--- src/design/rtsgd_pkg.sv ---
package rtsgd_pkg;

   localparam int ENERGY_BITS_DEF = 12;
   localparam int RSP_BITS = 24;
   localparam int CSR_INDEX_BITS = 3;
   localparam int CSR_DATA_BITS = 12;

   typedef enum logic [2:0] {
      ST_IDLE,
      ST_FEAT,
      ST_SCORE,
      ST_RANK,
      ST_SCALE,
      ST_QUOT,
      ST_COMMIT
   } ctrl_state_type;

   typedef struct packed {
      logic load;
      logic feat;
      logic score;
      logic rank;
      logic scale;
      logic quot;
      logic commit;
   } dp_cmd_type;

   typedef struct packed {
      logic out_blocked;
   } dp_status_type;

   typedef enum logic [2:0] {
      CSR_MOTION_ON,
      CSR_SWIPE_VOTES,
      CSR_GROUP_FRAMES,
      CSR_DOPPLER,
      CSR_ZONE,
      CSR_TAP_DELTA,
      CSR_TAP_RISE,
      CSR_TAP_FALL
   } csr_index_type;

   localparam logic [1:0] CLASS_BACKGROUND = 2'd0;
   localparam logic [1:0] CLASS_TAP        = 2'd1;
   localparam logic [1:0] CLASS_UP         = 2'd2;
   localparam logic [1:0] CLASS_DOWN       = 2'd3;

   localparam logic [2:0] HINT_UP   = 3'd6;
   localparam logic [2:0] HINT_DOWN = 3'd7;

   localparam logic [1:0] SWIPE_NONE       = 2'd0;
   localparam logic [1:0] SWIPE_UP_SHOWN   = 2'd1;
   localparam logic [1:0] SWIPE_DOWN_SHOWN = 2'd2;

   localparam logic [4:0] MOTION_RELEASE    = 5'd16;
   localparam logic [1:0] DEBOUNCE_FRAMES   = 2'd3;
   localparam logic [2:0] CONFIRM_TIMEOUT   = 3'd6;
   localparam logic [5:0] SUPPRESS_FRAMES   = 6'd32;
   localparam logic [4:0] GUARD_FRAMES      = 5'd24;
   localparam logic [6:0] LOCKOUT_FRAMES    = 7'd64;
   localparam logic [4:0] TRANSITION_FRAMES = 5'd20;

   localparam int DERIV_MIN    = 14;
   localparam int DERIV_MARGIN = 10;
   localparam int FAST_MARGIN  = 10;

   localparam logic [11:0] RST_MOTION_ON = 12'd20;
   localparam logic [7:0]  RST_VOTES     = 8'd2;
   localparam logic [5:0]  RST_GROUP     = 6'd22;
   localparam logic [11:0] RST_DOPPLER   = 12'd18;
   localparam logic [11:0] RST_ZONE      = 12'd20;
   localparam logic [11:0] RST_TAP_DELTA = 12'd28;
   localparam logic [11:0] RST_TAP_RISE  = 12'd42;
   localparam logic [11:0] RST_TAP_FALL  = 12'd34;

   localparam int CONF_TAP_MIN   = 1820445;
   localparam int CONF_SWIPE_MIN = 1310720;
   localparam int CONF_GUARD_MIN = 1019449;
   localparam int CONF_CLAMP_MIN = 7281778;
   localparam int RECIP_125      = 33554;

endpackage

--- src/design/rtsgd_ctrl.sv ---
module rtsgd_ctrl (
   input  logic                   clock,
   input  logic                   reset,
   input  logic                   req_tvalid,
   output logic                   req_tready,
   output rtsgd_pkg::dp_cmd_type  cmd,
   input  rtsgd_pkg::dp_status_type status
);

   rtsgd_pkg::ctrl_state_type state_ff, state_in;

   always_ff @(posedge clock) begin
      if (reset) begin
         state_ff <= rtsgd_pkg::ST_IDLE;
      end else begin
         state_ff <= state_in;
      end
   end

   always_comb begin
      state_in   = state_ff;
      cmd        = '0;
      req_tready = 1'b0;
      unique case (state_ff)
         rtsgd_pkg::ST_IDLE: begin
            req_tready = 1'b1;
            if (req_tvalid) begin
               cmd.load = 1'b1;
               state_in = rtsgd_pkg::ST_FEAT;
            end
         end
         rtsgd_pkg::ST_FEAT: begin
            cmd.feat = 1'b1;
            state_in = rtsgd_pkg::ST_SCORE;
         end
         rtsgd_pkg::ST_SCORE: begin
            cmd.score = 1'b1;
            state_in  = rtsgd_pkg::ST_RANK;
         end
         rtsgd_pkg::ST_RANK: begin
            cmd.rank = 1'b1;
            state_in = rtsgd_pkg::ST_SCALE;
         end
         rtsgd_pkg::ST_SCALE: begin
            cmd.scale = 1'b1;
            state_in  = rtsgd_pkg::ST_QUOT;
         end
         rtsgd_pkg::ST_QUOT: begin
            cmd.quot = 1'b1;
            state_in = rtsgd_pkg::ST_COMMIT;
         end
         rtsgd_pkg::ST_COMMIT: begin
            if (!status.out_blocked) begin
               cmd.commit = 1'b1;
               state_in   = rtsgd_pkg::ST_IDLE;
            end
         end
         default: state_in = rtsgd_pkg::ST_IDLE;
      endcase
   end

endmodule

--- src/design/rtsgd_dp.sv ---
module rtsgd_dp #(
   parameter int ENERGY_BITS = rtsgd_pkg::ENERGY_BITS_DEF,
   localparam int REQ_BITS = ((ENERGY_BITS + 19 + 7) / 8) * 8
) (
   input  logic                                   clock,
   input  logic                                   reset,
   input  rtsgd_pkg::dp_cmd_type                  cmd,
   output rtsgd_pkg::dp_status_type               status,
   input  logic [REQ_BITS-1:0]                    req_tdata,
   input  logic                                   csr_valid,
   input  logic [rtsgd_pkg::CSR_INDEX_BITS-1:0]   csr_index,
   input  logic [rtsgd_pkg::CSR_DATA_BITS-1:0]    csr_data,
   output logic                                   rsp_tvalid,
   input  logic                                   rsp_tready,
   output logic [rtsgd_pkg::RSP_BITS-1:0]         rsp_tdata
);

   localparam int E  = ENERGY_BITS;
   localparam int SW = E + 26;
   localparam int CW = ((E > 12) ? E : 12) + 2;

   // Configuration registers.
   logic [11:0] mot_thr_ff, dop_ff, zone_ff, tds_ff, trs_ff, tfs_ff;
   logic [7:0]  votes_cfg_ff;
   logic [5:0]  group_cfg_ff;

   // Captured request.
   logic [E-1:0] e_ff;
   logic [2:0]   cls_ff;
   logic [15:0]  score_ff;

   // Tracking state.
   logic [E-1:0]        base_ff, prev_ff, noise_ff, avga_ff;
   logic signed [E:0]   avgd_ff, avgc_ff;

   // Per-frame features.
   logic signed [E:0]   delta_ff, de_ff;
   logic [E-1:0]        absde_ff;
   logic [E:0]          nthr_ff;
   logic                fast_ff;

   // Scorer pipeline.
   logic [SW-1:0] s_ff [4];
   logic [1:0]    top_ff;
   logic [SW-1:0] d_ff;
   logic          ctap_ff, cswp_ff, cgrd_ff, clamp_ff;
   logic [22:0]   y_ff;
   logic [16:0]   q0_ff;

   // Decision counters.
   logic [7:0] upv_ff, dnv_ff, upv_in, dnv_in;
   logic [5:0] sup_ff, sup_in, gto_ff, gto_in;
   logic [4:0] grd_ff, grd_in, vcl_ff, vcl_in, mrel_ff, mrel_in;
   logic [6:0] lock_ff, lock_in;
   logic [1:0] total_ff, total_in, deb_ff, deb_in;
   logic [2:0] cc_ff, cc_in;
   logic       armed_ff, armed_in, wasact_ff, wasact_in, mlatch_ff, mlatch_in;

   logic                        rsp_valid_ff;
   logic [rtsgd_pkg::RSP_BITS-1:0] rsp_data_ff, rsp_data_in;

   // Feature step signals.
   logic [E-1:0]      base_seed, prev_seed, base_new, absde_c, avga_new, noise_new;
   logic [E+4:0]      base_sum;
   logic signed [E:0] delta_c, de_c, avgd_new, avgc_new;
   logic signed [E+3:0] td, tc;
   logic [E+2:0]      ta;
   logic [E+3:0]      tn;
   logic [E:0]        dthr, nthr_c;
   logic [E+1:0]      fast_lim;

   // Score step signals.
   logic [SW-1:0] dl_x, de_x, ad_x, ac_x, absd_x, absde_x, absad_x, absac_x, aac_x;
   logic [SW-1:0] up_x, dn_x, hsum_x, f0, f1, fc;
   logic [SW-1:0] s_c [4];

   // Rank step signals.
   logic [1:0]    top_c, second_c;
   logic [SW-1:0] d_c;

   // Scale and quotient.
   logic [26:0] nine_d;
   logic [38:0] qmul;
   logic [23:0] rem_c;
   logic [15:0] conf_c;

   assign status.out_blocked = rsp_valid_ff && !rsp_tready;
   assign rsp_tvalid = rsp_valid_ff;
   assign rsp_tdata  = rsp_data_ff;

   always_ff @(posedge clock) begin
      if (reset) begin
         mot_thr_ff   <= rtsgd_pkg::RST_MOTION_ON;
         votes_cfg_ff <= rtsgd_pkg::RST_VOTES;
         group_cfg_ff <= rtsgd_pkg::RST_GROUP;
         dop_ff       <= rtsgd_pkg::RST_DOPPLER;
         zone_ff      <= rtsgd_pkg::RST_ZONE;
         tds_ff       <= rtsgd_pkg::RST_TAP_DELTA;
         trs_ff       <= rtsgd_pkg::RST_TAP_RISE;
         tfs_ff       <= rtsgd_pkg::RST_TAP_FALL;
      end else if (csr_valid) begin
         unique case (csr_index)
            rtsgd_pkg::CSR_MOTION_ON:    mot_thr_ff   <= csr_data;
            rtsgd_pkg::CSR_SWIPE_VOTES:  votes_cfg_ff <= csr_data[7:0];
            rtsgd_pkg::CSR_GROUP_FRAMES: group_cfg_ff <= csr_data[5:0];
            rtsgd_pkg::CSR_DOPPLER:      dop_ff       <= csr_data;
            rtsgd_pkg::CSR_ZONE:         zone_ff      <= csr_data;
            rtsgd_pkg::CSR_TAP_DELTA:    tds_ff       <= csr_data;
            rtsgd_pkg::CSR_TAP_RISE:     trs_ff       <= csr_data;
            rtsgd_pkg::CSR_TAP_FALL:     tfs_ff       <= csr_data;
            default: ;
         endcase
      end
   end

   // The first frame seeds a zero baseline and a zero previous energy.
   always_comb begin
      base_seed = (base_ff == '0) ? e_ff : base_ff;
      prev_seed = (prev_ff == '0) ? e_ff : prev_ff;
      base_sum  = ({5'd0, base_seed} << 5) - {5'd0, base_seed} + {5'd0, e_ff};
      base_new  = base_sum[E+4:5];
      delta_c   = $signed({1'b0, e_ff}) - $signed({1'b0, base_new});
      de_c      = $signed({1'b0, e_ff}) - $signed({1'b0, prev_seed});
      absde_c   = de_c[E] ? E'(-de_c) : E'(de_c);
      td = ((E+4)'(avgd_ff) <<< 3) - (E+4)'(avgd_ff) + (E+4)'(delta_c);
      tc = ((E+4)'(avgc_ff) <<< 3) - (E+4)'(avgc_ff) + (E+4)'(de_c);
      avgd_new = td[E+3] ? (E+1)'((td + (E+4)'(7)) >>> 3) : (E+1)'(td >>> 3);
      avgc_new = tc[E+3] ? (E+1)'((tc + (E+4)'(7)) >>> 3) : (E+1)'(tc >>> 3);
      ta = ({3'd0, avga_ff} << 3) - {3'd0, avga_ff} + {3'd0, absde_c};
      avga_new = ta[E+2:3];
      tn = ({4'd0, noise_ff} << 4) - {4'd0, noise_ff} + {4'd0, absde_c};
      noise_new = tn[E+3:4];
      dthr = {1'b0, noise_new} + (E+1)'(rtsgd_pkg::DERIV_MARGIN);
      if (dthr < (E+1)'(rtsgd_pkg::DERIV_MIN)) begin
         dthr = (E+1)'(rtsgd_pkg::DERIV_MIN);
      end
      nthr_c = dthr >> 1;
      if (nthr_c < (E+1)'(4)) begin
         nthr_c = (E+1)'(4);
      end
      fast_lim = {1'b0, dthr} + (E+2)'(rtsgd_pkg::FAST_MARGIN);
   end

   // Scores are kept in units of 1/(100 * 2^15).
   always_comb begin
      dl_x    = SW'(delta_ff);
      de_x    = SW'(de_ff);
      ad_x    = SW'(avgd_ff);
      ac_x    = SW'(avgc_ff);
      absd_x  = delta_ff[E] ? -dl_x : dl_x;
      absad_x = avgd_ff[E] ? -ad_x : ad_x;
      absac_x = avgc_ff[E] ? -ac_x : ac_x;
      absde_x = SW'(absde_ff);
      aac_x   = SW'(avga_ff);
      up_x    = (cls_ff == rtsgd_pkg::HINT_UP) ? SW'(score_ff) : '0;
      dn_x    = (cls_ff == rtsgd_pkg::HINT_DOWN) ? SW'(score_ff) : '0;
      hsum_x  = up_x + dn_x;
      f0 = SW'(25) * absd_x + SW'(85) * absde_x + SW'(25) * absac_x;
      f1 = SW'(70) * dl_x + SW'(105) * de_x + SW'(110) * absde_x + SW'(45) * aac_x;
      fc = SW'(55) * absde_x + SW'(15) * absad_x;
      s_c[0] = (SW'(85) << 15) - (f0 << 9) - SW'(120) * hsum_x;
      s_c[1] = (f1 << 9) - (SW'(125) << 15) - SW'(80) * hsum_x;
      s_c[2] = SW'(235) * up_x - SW'(55) * dn_x - (fc << 9) - (SW'(95) << 15);
      s_c[3] = SW'(235) * dn_x - SW'(55) * up_x - (fc << 9) - (SW'(95) << 15);
   end

   always_comb begin
      top_c    = 2'd0;
      second_c = 2'd1;
      for (int i = 1; i < 4; i++) begin
         if ($signed(s_ff[i]) > $signed(s_ff[top_c])) begin
            second_c = top_c;
            top_c    = 2'(i);
         end else if (2'(i) != top_c && $signed(s_ff[i]) > $signed(s_ff[second_c])) begin
            second_c = 2'(i);
         end
      end
      d_c = s_ff[top_c] - s_ff[second_c];
   end

   assign nine_d = ({4'd0, d_ff[22:0]} << 3) + {4'd0, d_ff[22:0]};
   assign qmul   = {16'd0, y_ff} * 39'(rtsgd_pkg::RECIP_125);
   assign rem_c  = {1'b0, y_ff} - ({7'd0, q0_ff} * 24'd125);
   assign conf_c = clamp_ff ? 16'h8000 :
                   ((rem_c >= 24'd125) ? 16'(q0_ff + 17'd1) : q0_ff[15:0]);

   always_ff @(posedge clock) begin
      if (cmd.load) begin
         e_ff     <= req_tdata[E-1:0];
         cls_ff   <= req_tdata[E+2:E];
         score_ff <= req_tdata[E+18:E+3];
      end
      if (cmd.feat) begin
         delta_ff <= delta_c;
         de_ff    <= de_c;
         absde_ff <= absde_c;
         nthr_ff  <= nthr_c;
         fast_ff  <= {2'b00, absde_c} >= fast_lim;
      end
      if (cmd.score) begin
         for (int k = 0; k < 4; k++) begin
            s_ff[k] <= s_c[k];
         end
      end
      if (cmd.rank) begin
         top_ff  <= top_c;
         d_ff    <= d_c;
         ctap_ff <= $signed(d_c) >= $signed(SW'(rtsgd_pkg::CONF_TAP_MIN));
         cswp_ff <= $signed(d_c) >= $signed(SW'(rtsgd_pkg::CONF_SWIPE_MIN));
         cgrd_ff <= $signed(d_c) >= $signed(SW'(rtsgd_pkg::CONF_GUARD_MIN));
      end
      if (cmd.scale) begin
         clamp_ff <= $signed(d_ff) >= $signed(SW'(rtsgd_pkg::CONF_CLAMP_MIN));
         y_ff     <= nine_d[26:4];
      end
      if (cmd.quot) begin
         q0_ff <= qmul[38:22];
      end
      if (cmd.commit) begin
         rsp_data_ff <= rsp_data_in;
      end
   end

   always_ff @(posedge clock) begin
      if (reset) begin
         base_ff  <= '0;
         prev_ff  <= '0;
         noise_ff <= E'(1);
         avgd_ff  <= '0;
         avgc_ff  <= '0;
         avga_ff  <= '0;
      end else if (cmd.feat) begin
         base_ff  <= base_new;
         prev_ff  <= e_ff;
         noise_ff <= noise_new;
         avgd_ff  <= avgd_new;
         avgc_ff  <= avgc_new;
         avga_ff  <= avga_new;
      end
   end

   // Vote, guard, lockout, tap, swipe and motion logic for one frame.
   always_comb begin
      logic signed [CW-1:0] dl, zn;
      logic [CW-1:0] ab;
      logic [1:0] taps, swipe;
      logic quiet, in_zone, hint_up, hint_dn, active, pending, open_w;
      logic strong_arm, scored;
      logic [7:0] need;
      logic [5:0] group;

      dl      = CW'(delta_ff);
      zn      = $signed(CW'(zone_ff));
      ab      = CW'(absde_ff);
      need    = (votes_cfg_ff == 8'd0) ? 8'd1 : votes_cfg_ff;
      group   = (group_cfg_ff == 6'd0) ? 6'd1 : group_cfg_ff;
      taps    = 2'd0;
      swipe   = rtsgd_pkg::SWIPE_NONE;
      hint_up = 1'b0;
      hint_dn = 1'b0;

      deb_in  = (deb_ff != '0) ? deb_ff - 2'd1 : deb_ff;
      sup_in  = (sup_ff != '0) ? sup_ff - 6'd1 : sup_ff;
      grd_in  = (grd_ff != '0) ? grd_ff - 5'd1 : grd_ff;
      lock_in = (lock_ff != '0) ? lock_ff - 7'd1 : lock_ff;
      vcl_in  = (vcl_ff != '0) ? vcl_ff - 5'd1 : vcl_ff;
      gto_in   = gto_ff;
      total_in = total_ff;
      armed_in = armed_ff;
      cc_in    = cc_ff;
      upv_in   = upv_ff;
      dnv_in   = dnv_ff;
      if (gto_ff != '0) begin
         gto_in = gto_ff - 6'd1;
         if (gto_in == '0 && total_ff != '0) begin
            taps     = total_ff;
            total_in = 2'd0;
         end
      end

      in_zone = (dl >= -zn) && (dl <= zn);
      quiet   = ab <= CW'(dop_ff);
      if (top_ff == rtsgd_pkg::CLASS_UP && cswp_ff) begin
         if (quiet && in_zone) begin
            hint_up = 1'b1;
            if (upv_ff != 8'hFF) begin
               upv_in = upv_ff + 8'd1;
            end
         end
      end else if (upv_ff != '0) begin
         upv_in = upv_ff - 8'd1;
      end
      if (top_ff == rtsgd_pkg::CLASS_DOWN && cswp_ff) begin
         if (quiet && in_zone) begin
            hint_dn = 1'b1;
            if (dnv_ff != 8'hFF) begin
               dnv_in = dnv_ff + 8'd1;
            end
         end
      end else if (dnv_ff != '0) begin
         dnv_in = dnv_ff - 8'd1;
      end

      if ((top_ff == rtsgd_pkg::CLASS_UP || top_ff == rtsgd_pkg::CLASS_DOWN) && cgrd_ff &&
          ab <= CW'(dop_ff) + CW'(8)) begin
         grd_in   = rtsgd_pkg::GUARD_FRAMES;
         lock_in  = rtsgd_pkg::LOCKOUT_FRAMES;
         armed_in = 1'b0;
         cc_in    = 3'd0;
      end

      active = (upv_in != '0) || (dnv_in != '0);
      if (active != wasact_ff) begin
         vcl_in   = rtsgd_pkg::TRANSITION_FRAMES;
         armed_in = 1'b0;
         cc_in    = 3'd0;
      end
      wasact_in = active;

      if (cc_in != '0) begin
         cc_in = cc_in - 3'd1;
         if (cc_in == '0) begin
            armed_in = 1'b0;
         end
      end

      pending = active || hint_up || hint_dn || (grd_in != '0);
      open_w  = (sup_in == '0) && (lock_in == '0) && (vcl_in == '0) && !pending;
      strong_arm = (dl >= $signed(CW'(tds_ff))) && !de_ff[E] && fast_ff &&
                   (ab >= CW'(trs_ff));
      scored  = (top_ff == rtsgd_pkg::CLASS_TAP) && ctap_ff &&
                (dl >= $signed(CW'(tds_ff >> 1))) && !de_ff[E] && fast_ff &&
                (ab >= CW'(trs_ff >> 1));

      if (open_w && !armed_in && deb_in == '0 && (scored || strong_arm)) begin
         armed_in = 1'b1;
         cc_in    = rtsgd_pkg::CONFIRM_TIMEOUT;
      end
      if (open_w && armed_in && de_ff[E] && ab >= CW'(nthr_ff) && ab >= CW'(tfs_ff) &&
          fast_ff) begin
         if (total_in != 2'd3) begin
            total_in = total_in + 2'd1;
         end
         gto_in   = group;
         deb_in   = rtsgd_pkg::DEBOUNCE_FRAMES;
         armed_in = 1'b0;
         cc_in    = 3'd0;
      end

      if (dnv_in >= need) begin
         swipe = rtsgd_pkg::SWIPE_UP_SHOWN;
      end else if (upv_in >= need) begin
         swipe = rtsgd_pkg::SWIPE_DOWN_SHOWN;
      end
      if (swipe != rtsgd_pkg::SWIPE_NONE) begin
         upv_in   = 8'd0;
         dnv_in   = 8'd0;
         sup_in   = rtsgd_pkg::SUPPRESS_FRAMES;
         grd_in   = rtsgd_pkg::GUARD_FRAMES;
         lock_in  = rtsgd_pkg::LOCKOUT_FRAMES;
         armed_in = 1'b0;
         cc_in    = 3'd0;
         total_in = 2'd0;
         gto_in   = 6'd0;
      end

      mlatch_in = mlatch_ff;
      mrel_in   = mrel_ff;
      if (dl >= $signed(CW'(mot_thr_ff))) begin
         mlatch_in = 1'b1;
         mrel_in   = 5'd0;
      end else if (mlatch_ff) begin
         mrel_in = mrel_ff + 5'd1;
         if (mrel_in >= rtsgd_pkg::MOTION_RELEASE) begin
            mlatch_in = 1'b0;
            mrel_in   = 5'd0;
         end
      end

      rsp_data_in = {1'b0, conf_c, top_ff, mlatch_in, swipe, taps};
   end

   always_ff @(posedge clock) begin
      if (reset) begin
         upv_ff    <= '0;
         dnv_ff    <= '0;
         sup_ff    <= '0;
         grd_ff    <= '0;
         lock_ff   <= '0;
         vcl_ff    <= '0;
         gto_ff    <= '0;
         total_ff  <= '0;
         deb_ff    <= '0;
         cc_ff     <= '0;
         armed_ff  <= 1'b0;
         wasact_ff <= 1'b0;
         mlatch_ff <= 1'b0;
         mrel_ff   <= '0;
      end else if (cmd.commit) begin
         upv_ff    <= upv_in;
         dnv_ff    <= dnv_in;
         sup_ff    <= sup_in;
         grd_ff    <= grd_in;
         lock_ff   <= lock_in;
         vcl_ff    <= vcl_in;
         gto_ff    <= gto_in;
         total_ff  <= total_in;
         deb_ff    <= deb_in;
         cc_ff     <= cc_in;
         armed_ff  <= armed_in;
         wasact_ff <= wasact_in;
         mlatch_ff <= mlatch_in;
         mrel_ff   <= mrel_in;
      end
   end

   always_ff @(posedge clock) begin
      if (reset) begin
         rsp_valid_ff <= 1'b0;
      end else if (cmd.commit) begin
         rsp_valid_ff <= 1'b1;
      end else if (rsp_tready) begin
         rsp_valid_ff <= 1'b0;
      end
   end

endmodule

--- src/design/radar_tap_swipe_gesture_detector.sv ---
// Takes one radar frame per request (mean energy, network class and score) and returns one
// result per frame: taps of a finished group, a swipe event, the motion latch, and the
// linear scorer's class with its Q1.15 confidence. A frame is taken when the block is idle
// and its result is loaded into the output register after the feature, score, ranking,
// scaling, quotient and decision steps, run in that fixed order through one shared
// datapath; no new frame is taken until that result is loaded. The next request is taken
// while a result still waits in the output register; only the final decision step waits
// for that register to drain. Configuration is always ready.
module radar_tap_swipe_gesture_detector #(
   parameter int ENERGY_BITS = rtsgd_pkg::ENERGY_BITS_DEF,
   localparam int REQ_BITS = ((ENERGY_BITS + 19 + 7) / 8) * 8
) (
   input  logic                                 clock,
   input  logic                                 reset,
   input  logic                                 req_tvalid,
   output logic                                 req_tready,
   // frame_energy, model_class, network score, zero fill.
   input  logic [REQ_BITS-1:0]                  req_tdata,
   output logic                                 rsp_tvalid,
   input  logic                                 rsp_tready,
   // tap_group_taps, swipe_event, motion_active, scored_class, scored_confidence, zero fill.
   output logic [rtsgd_pkg::RSP_BITS-1:0]       rsp_tdata,
   input  logic                                 csr_valid,
   output logic                                 csr_ready,
   input  logic [rtsgd_pkg::CSR_INDEX_BITS-1:0] csr_index,
   input  logic [rtsgd_pkg::CSR_DATA_BITS-1:0]  csr_data
);

   rtsgd_pkg::dp_cmd_type    cmd;
   rtsgd_pkg::dp_status_type status;

   assign csr_ready = 1'b1;

   rtsgd_ctrl u_ctrl (
      .clock      (clock),
      .reset      (reset),
      .req_tvalid (req_tvalid),
      .req_tready (req_tready),
      .cmd        (cmd),
      .status     (status)
   );

   rtsgd_dp #(
      .ENERGY_BITS (ENERGY_BITS)
   ) u_dp (
      .clock      (clock),
      .reset      (reset),
      .cmd        (cmd),
      .status     (status),
      .req_tdata  (req_tdata),
      .csr_valid  (csr_valid && csr_ready),
      .csr_index  (csr_index),
      .csr_data   (csr_data),
      .rsp_tvalid (rsp_tvalid),
      .rsp_tready (rsp_tready),
      .rsp_tdata  (rsp_tdata)
   );

endmodule

--- config.mk ---
export PLATFORM = sky130hd
export DESIGN_NAME = radar_tap_swipe_gesture_detector
export DESIGN_NICKNAME = d
export VERILOG_FILES = /design/src/design/rtsgd_pkg.sv /design/src/design/rtsgd_ctrl.sv /design/src/design/rtsgd_dp.sv /design/src/design/radar_tap_swipe_gesture_detector.sv
export SDC_FILE = /design/constraint.sdc
export NUM_CORES = 2
export LEC_CHECK = 0
export BUFFER_PORTS_ARGS = -buffer_cell sky130_fd_sc_hd__buf_4
export CELL_PAD_IN_SITES_DETAIL_PLACEMENT = 1
export CELL_PAD_IN_SITES_GLOBAL_PLACEMENT = 1
export CORE_UTILIZATION = 45
export CTS_CLUSTER_DIAMETER = 150
export DETAILED_ROUTE_END_ITERATION = 16
export PLACE_DENSITY_LB_ADDON = 0.08
export SLEW_MARGIN = 20
export SYNTH_ARGS = -nofsm -noshare
export SYNTH_HDL_FRONTEND = slang
export SYNTH_SLANG_ARGS = --single-unit
--- constraint.sdc ---
create_clock -name clock -period 18.9 [get_ports clock]
set_input_delay 4.725 -clock clock [delete_from_list [all_inputs] [get_ports clock]]
set_output_delay 4.725 -clock clock [all_outputs]
set_load 0.05 [all_outputs]
==> run summary <==
status: finished clean
Synth Cell Area: 87700 µm²
CTS HTree Levels: 3
EDFF count, synth: 330
Area Growth Syn to Fin: 7.54%
area leader, netlist: ha_1
Routed Antenna Nets: 0
syn avg cell area: 9.12 µm²
Final min period: 15340 ps
clock root buffer: clkbuf_16
Clk pin slew, worst setup/hold paths: 50 ps
Avg WL per Cell: 20.7 µm
cell row count: 161
Rel. slew slack: 25.6%
DRT Wirelength: 256000 µm
final hold viol count: 0
CP Data Required Time: 19320 ps
CTS tree: done
Total GRT Usage: 26.1%
Max FO, Critical Path: 72
CTS Buf Count: 77
Crit Path Category: reg -> reg
vias in the first global route: 73921
die span in x: 443 µm
Netlist cell types: 100
DIE AREA: 197000 µm²
area of the core: 193000 µm²
largest cells by area after synthesis: ha_1, fa_1, edfxtp_1, inv_1, dfxtp_1
global route overflow: 0
Max clock buf depth: 3
CTS resizes: 0
Final #Nets: 12369
HPWL Detailed: 216000 µm
Slowest cell on crit path: a221oi_1
busiest grt layer: met2
met3 usage: 2.44%
CP arrival: 15770 ps
largest stage delay on the critical path: 720 ps
via count: 68486
I/O Buffers: 75
CTS sink count: 554
met1 GRT Util: 35.4%
I/O pin cnt: 79
fin crit share: 81.2%
synthesis warning total: 0
Clock Skew: 40.3 ps
Max Freq: 0.0652 GHz
cells after synthesis: 9614
drc violations: 0
ys flop type: edfxtp_1
initial antenna violation count: 10
Fin Setup TNS: 0 ps
max_cap viols: 0
setup repair bufs after CTS: 0
hold slack: 455 ps
initial DRC count: 3053
Yosys reg bits: 554
share of layout cells above drive strength 1: 3.84%
met2 Resource Use GR: 45.0%
drt pass-1 iters: 7
Die Ht: 443 µm
Async SR Flop Fraction: 0%
cts hold-fix bufs: 0
first-pass GRT wire length: 408000 µm
Hold Crit Class: reg -> reg
largest net degree at the start of global routing: 88
Final Max Tran Viols: 0
RSZ-0062 raised after global routing: false
gp weighted congestion: 0.881
Setup crit end kind: flip-flop
number of vias per cell: 5.54
CP startpoint kind: flip-flop
sequential-to-total area share from yosys stat: 16.4%
Clk Latency, worst-skew pair: 730 ps
Initial Utilization: 45.4%
# setup viols final: 0
worst slew pin tran: 1120 ps
post-synth top area share: 23.9%
==> cell type report <==
class	count	area (µm²)
antenna	4	10.0
clock buffer	108	2160
clock inverter	34	413
fill	22378	98700
inverter	1627	6110
multi-input combinational	7380	67100
sequential	554	14400
tap	2526	3160
timing repair buffer	127	985
==> metal layers <==
layer | up-vias | wire, µm
met5 | - | 0
met4 | 0 | 5520
met3 | 265 | 8010
met2 | 876 | 123000
met1 | 34552 | 119000
li1 | 32793 | -
==> flip-flops by register name, indices dropped and copies added (netlist names), 13 cells and up <==
name,count
u_dp.s_ff,142
u_dp.d_ff,38
u_dp.rsp_tdata,23
u_dp.y_ff,23
u_dp.q0_ff,17
u_dp.score_ff,16
u_dp.avgc_ff,13
u_dp.avgd_ff,13
u_dp.delta_ff,13
==> Yosys cell counts (all sizes together), types with 32 or more instances <==
library cell  number
and3              63
nor4              48
nor3             184
o21a              91
buf               32
o211ai            53
nor2b             83
o21bai            62
ha              1675
o31ai             37
mux2i             92
dfxtp            224
a211oi            70
mux2              38
a31oi             34
or3               40
nand4             84
nand2            678
o21ai            401
clkbuf           141
nand3            170
a21o             168
a21oi            661
inv             1626
a21boi            38
and2              40
nor2             591
xnor2            395
xor2             162
fa               875
edfxtp           330
nand2b            79
==> cell families after synthesis <==
kind of cell | share of synthesized area [%]
buffers and inverters | 7.73
AO/OA/AOI/OAI | 13.2
other | 0.00856
XOR/XNOR | 5.69
multiplexers | 1.54
AND/OR/NAND/NOR | 11.6
flip-flops | 16.4
adder cells (fa/ha/maj) | 43.9
==> layout by cell type (no fill, tap or decap), types with 79 or more instances in the layout <==
cell      count
nor2b_1      83
nand2_1     677
mux2i_1      92
fa_1        875
xor2_1      162
nand3_1     168
edfxtp_1    330
o21a_1       91
conb_1      122
inv_1      1620
nor3_1      183
nand4_1      84
dfxtp_1     224
o21ai_0     399
nor2_1      587
nand2b_1     79
a21oi_1     658
a21o_1      168
ha_1       1675
buf_4       124
xnor2_1     393
==> metrics by stage <==
| step | utilization (%) | setup WS, ps | instance area [µm²] | instances |
|---|---|---|---|---|
| 2_1_floorplan | - | 7430 | 88200 | 9734 |
| 3_3_place_gp | 47.5 | 3400 | 91700 | 12212 |
| 3_5_place_dp | 47.5 | 3090 | 91700 | 12213 |
| 4_1_cts | 48.8 | 3110 | 94300 | 12355 |
| 5_1_grt | 48.9 | 2720 | 94300 | 12359 |
| 6_report | 48.9 | 3560 | 94300 | 12360 |
==> worst paths after layout <==
path	from	end	slack [ps]	depth (start not counted)
worst max-delay path	u_dp.s_ff[1][29]$_DFFE_PP_	u_dp.cswp_ff$_DFFE_PP_	3560	44
worst min-delay path	u_dp.tfs_ff[2]$_SDFFE_PP0P_	u_dp.tfs_ff[2]$_SDFFE_PP0P_	450	2
worst max register to register	u_dp.s_ff[1][29]$_DFFE_PP_	u_dp.cswp_ff$_DFFE_PP_	3560	44
worst min register to register	u_dp.tfs_ff[2]$_SDFFE_PP0P_	u_dp.tfs_ff[2]$_SDFFE_PP0P_	450	2
==> worst max-delay path, delay by kind of cell, from the launching register on <==
family	cells	cell delay, ps
compound gates	25	7990
buf+inv	7	2540
simple gates	7	2260
fa+ha+maj	4	1430
flops	1	520
xor+xnor	1	130
Power is not shown: default switching activity piles up to over one toggle a cycle in this logic, so the estimate is an artifact.
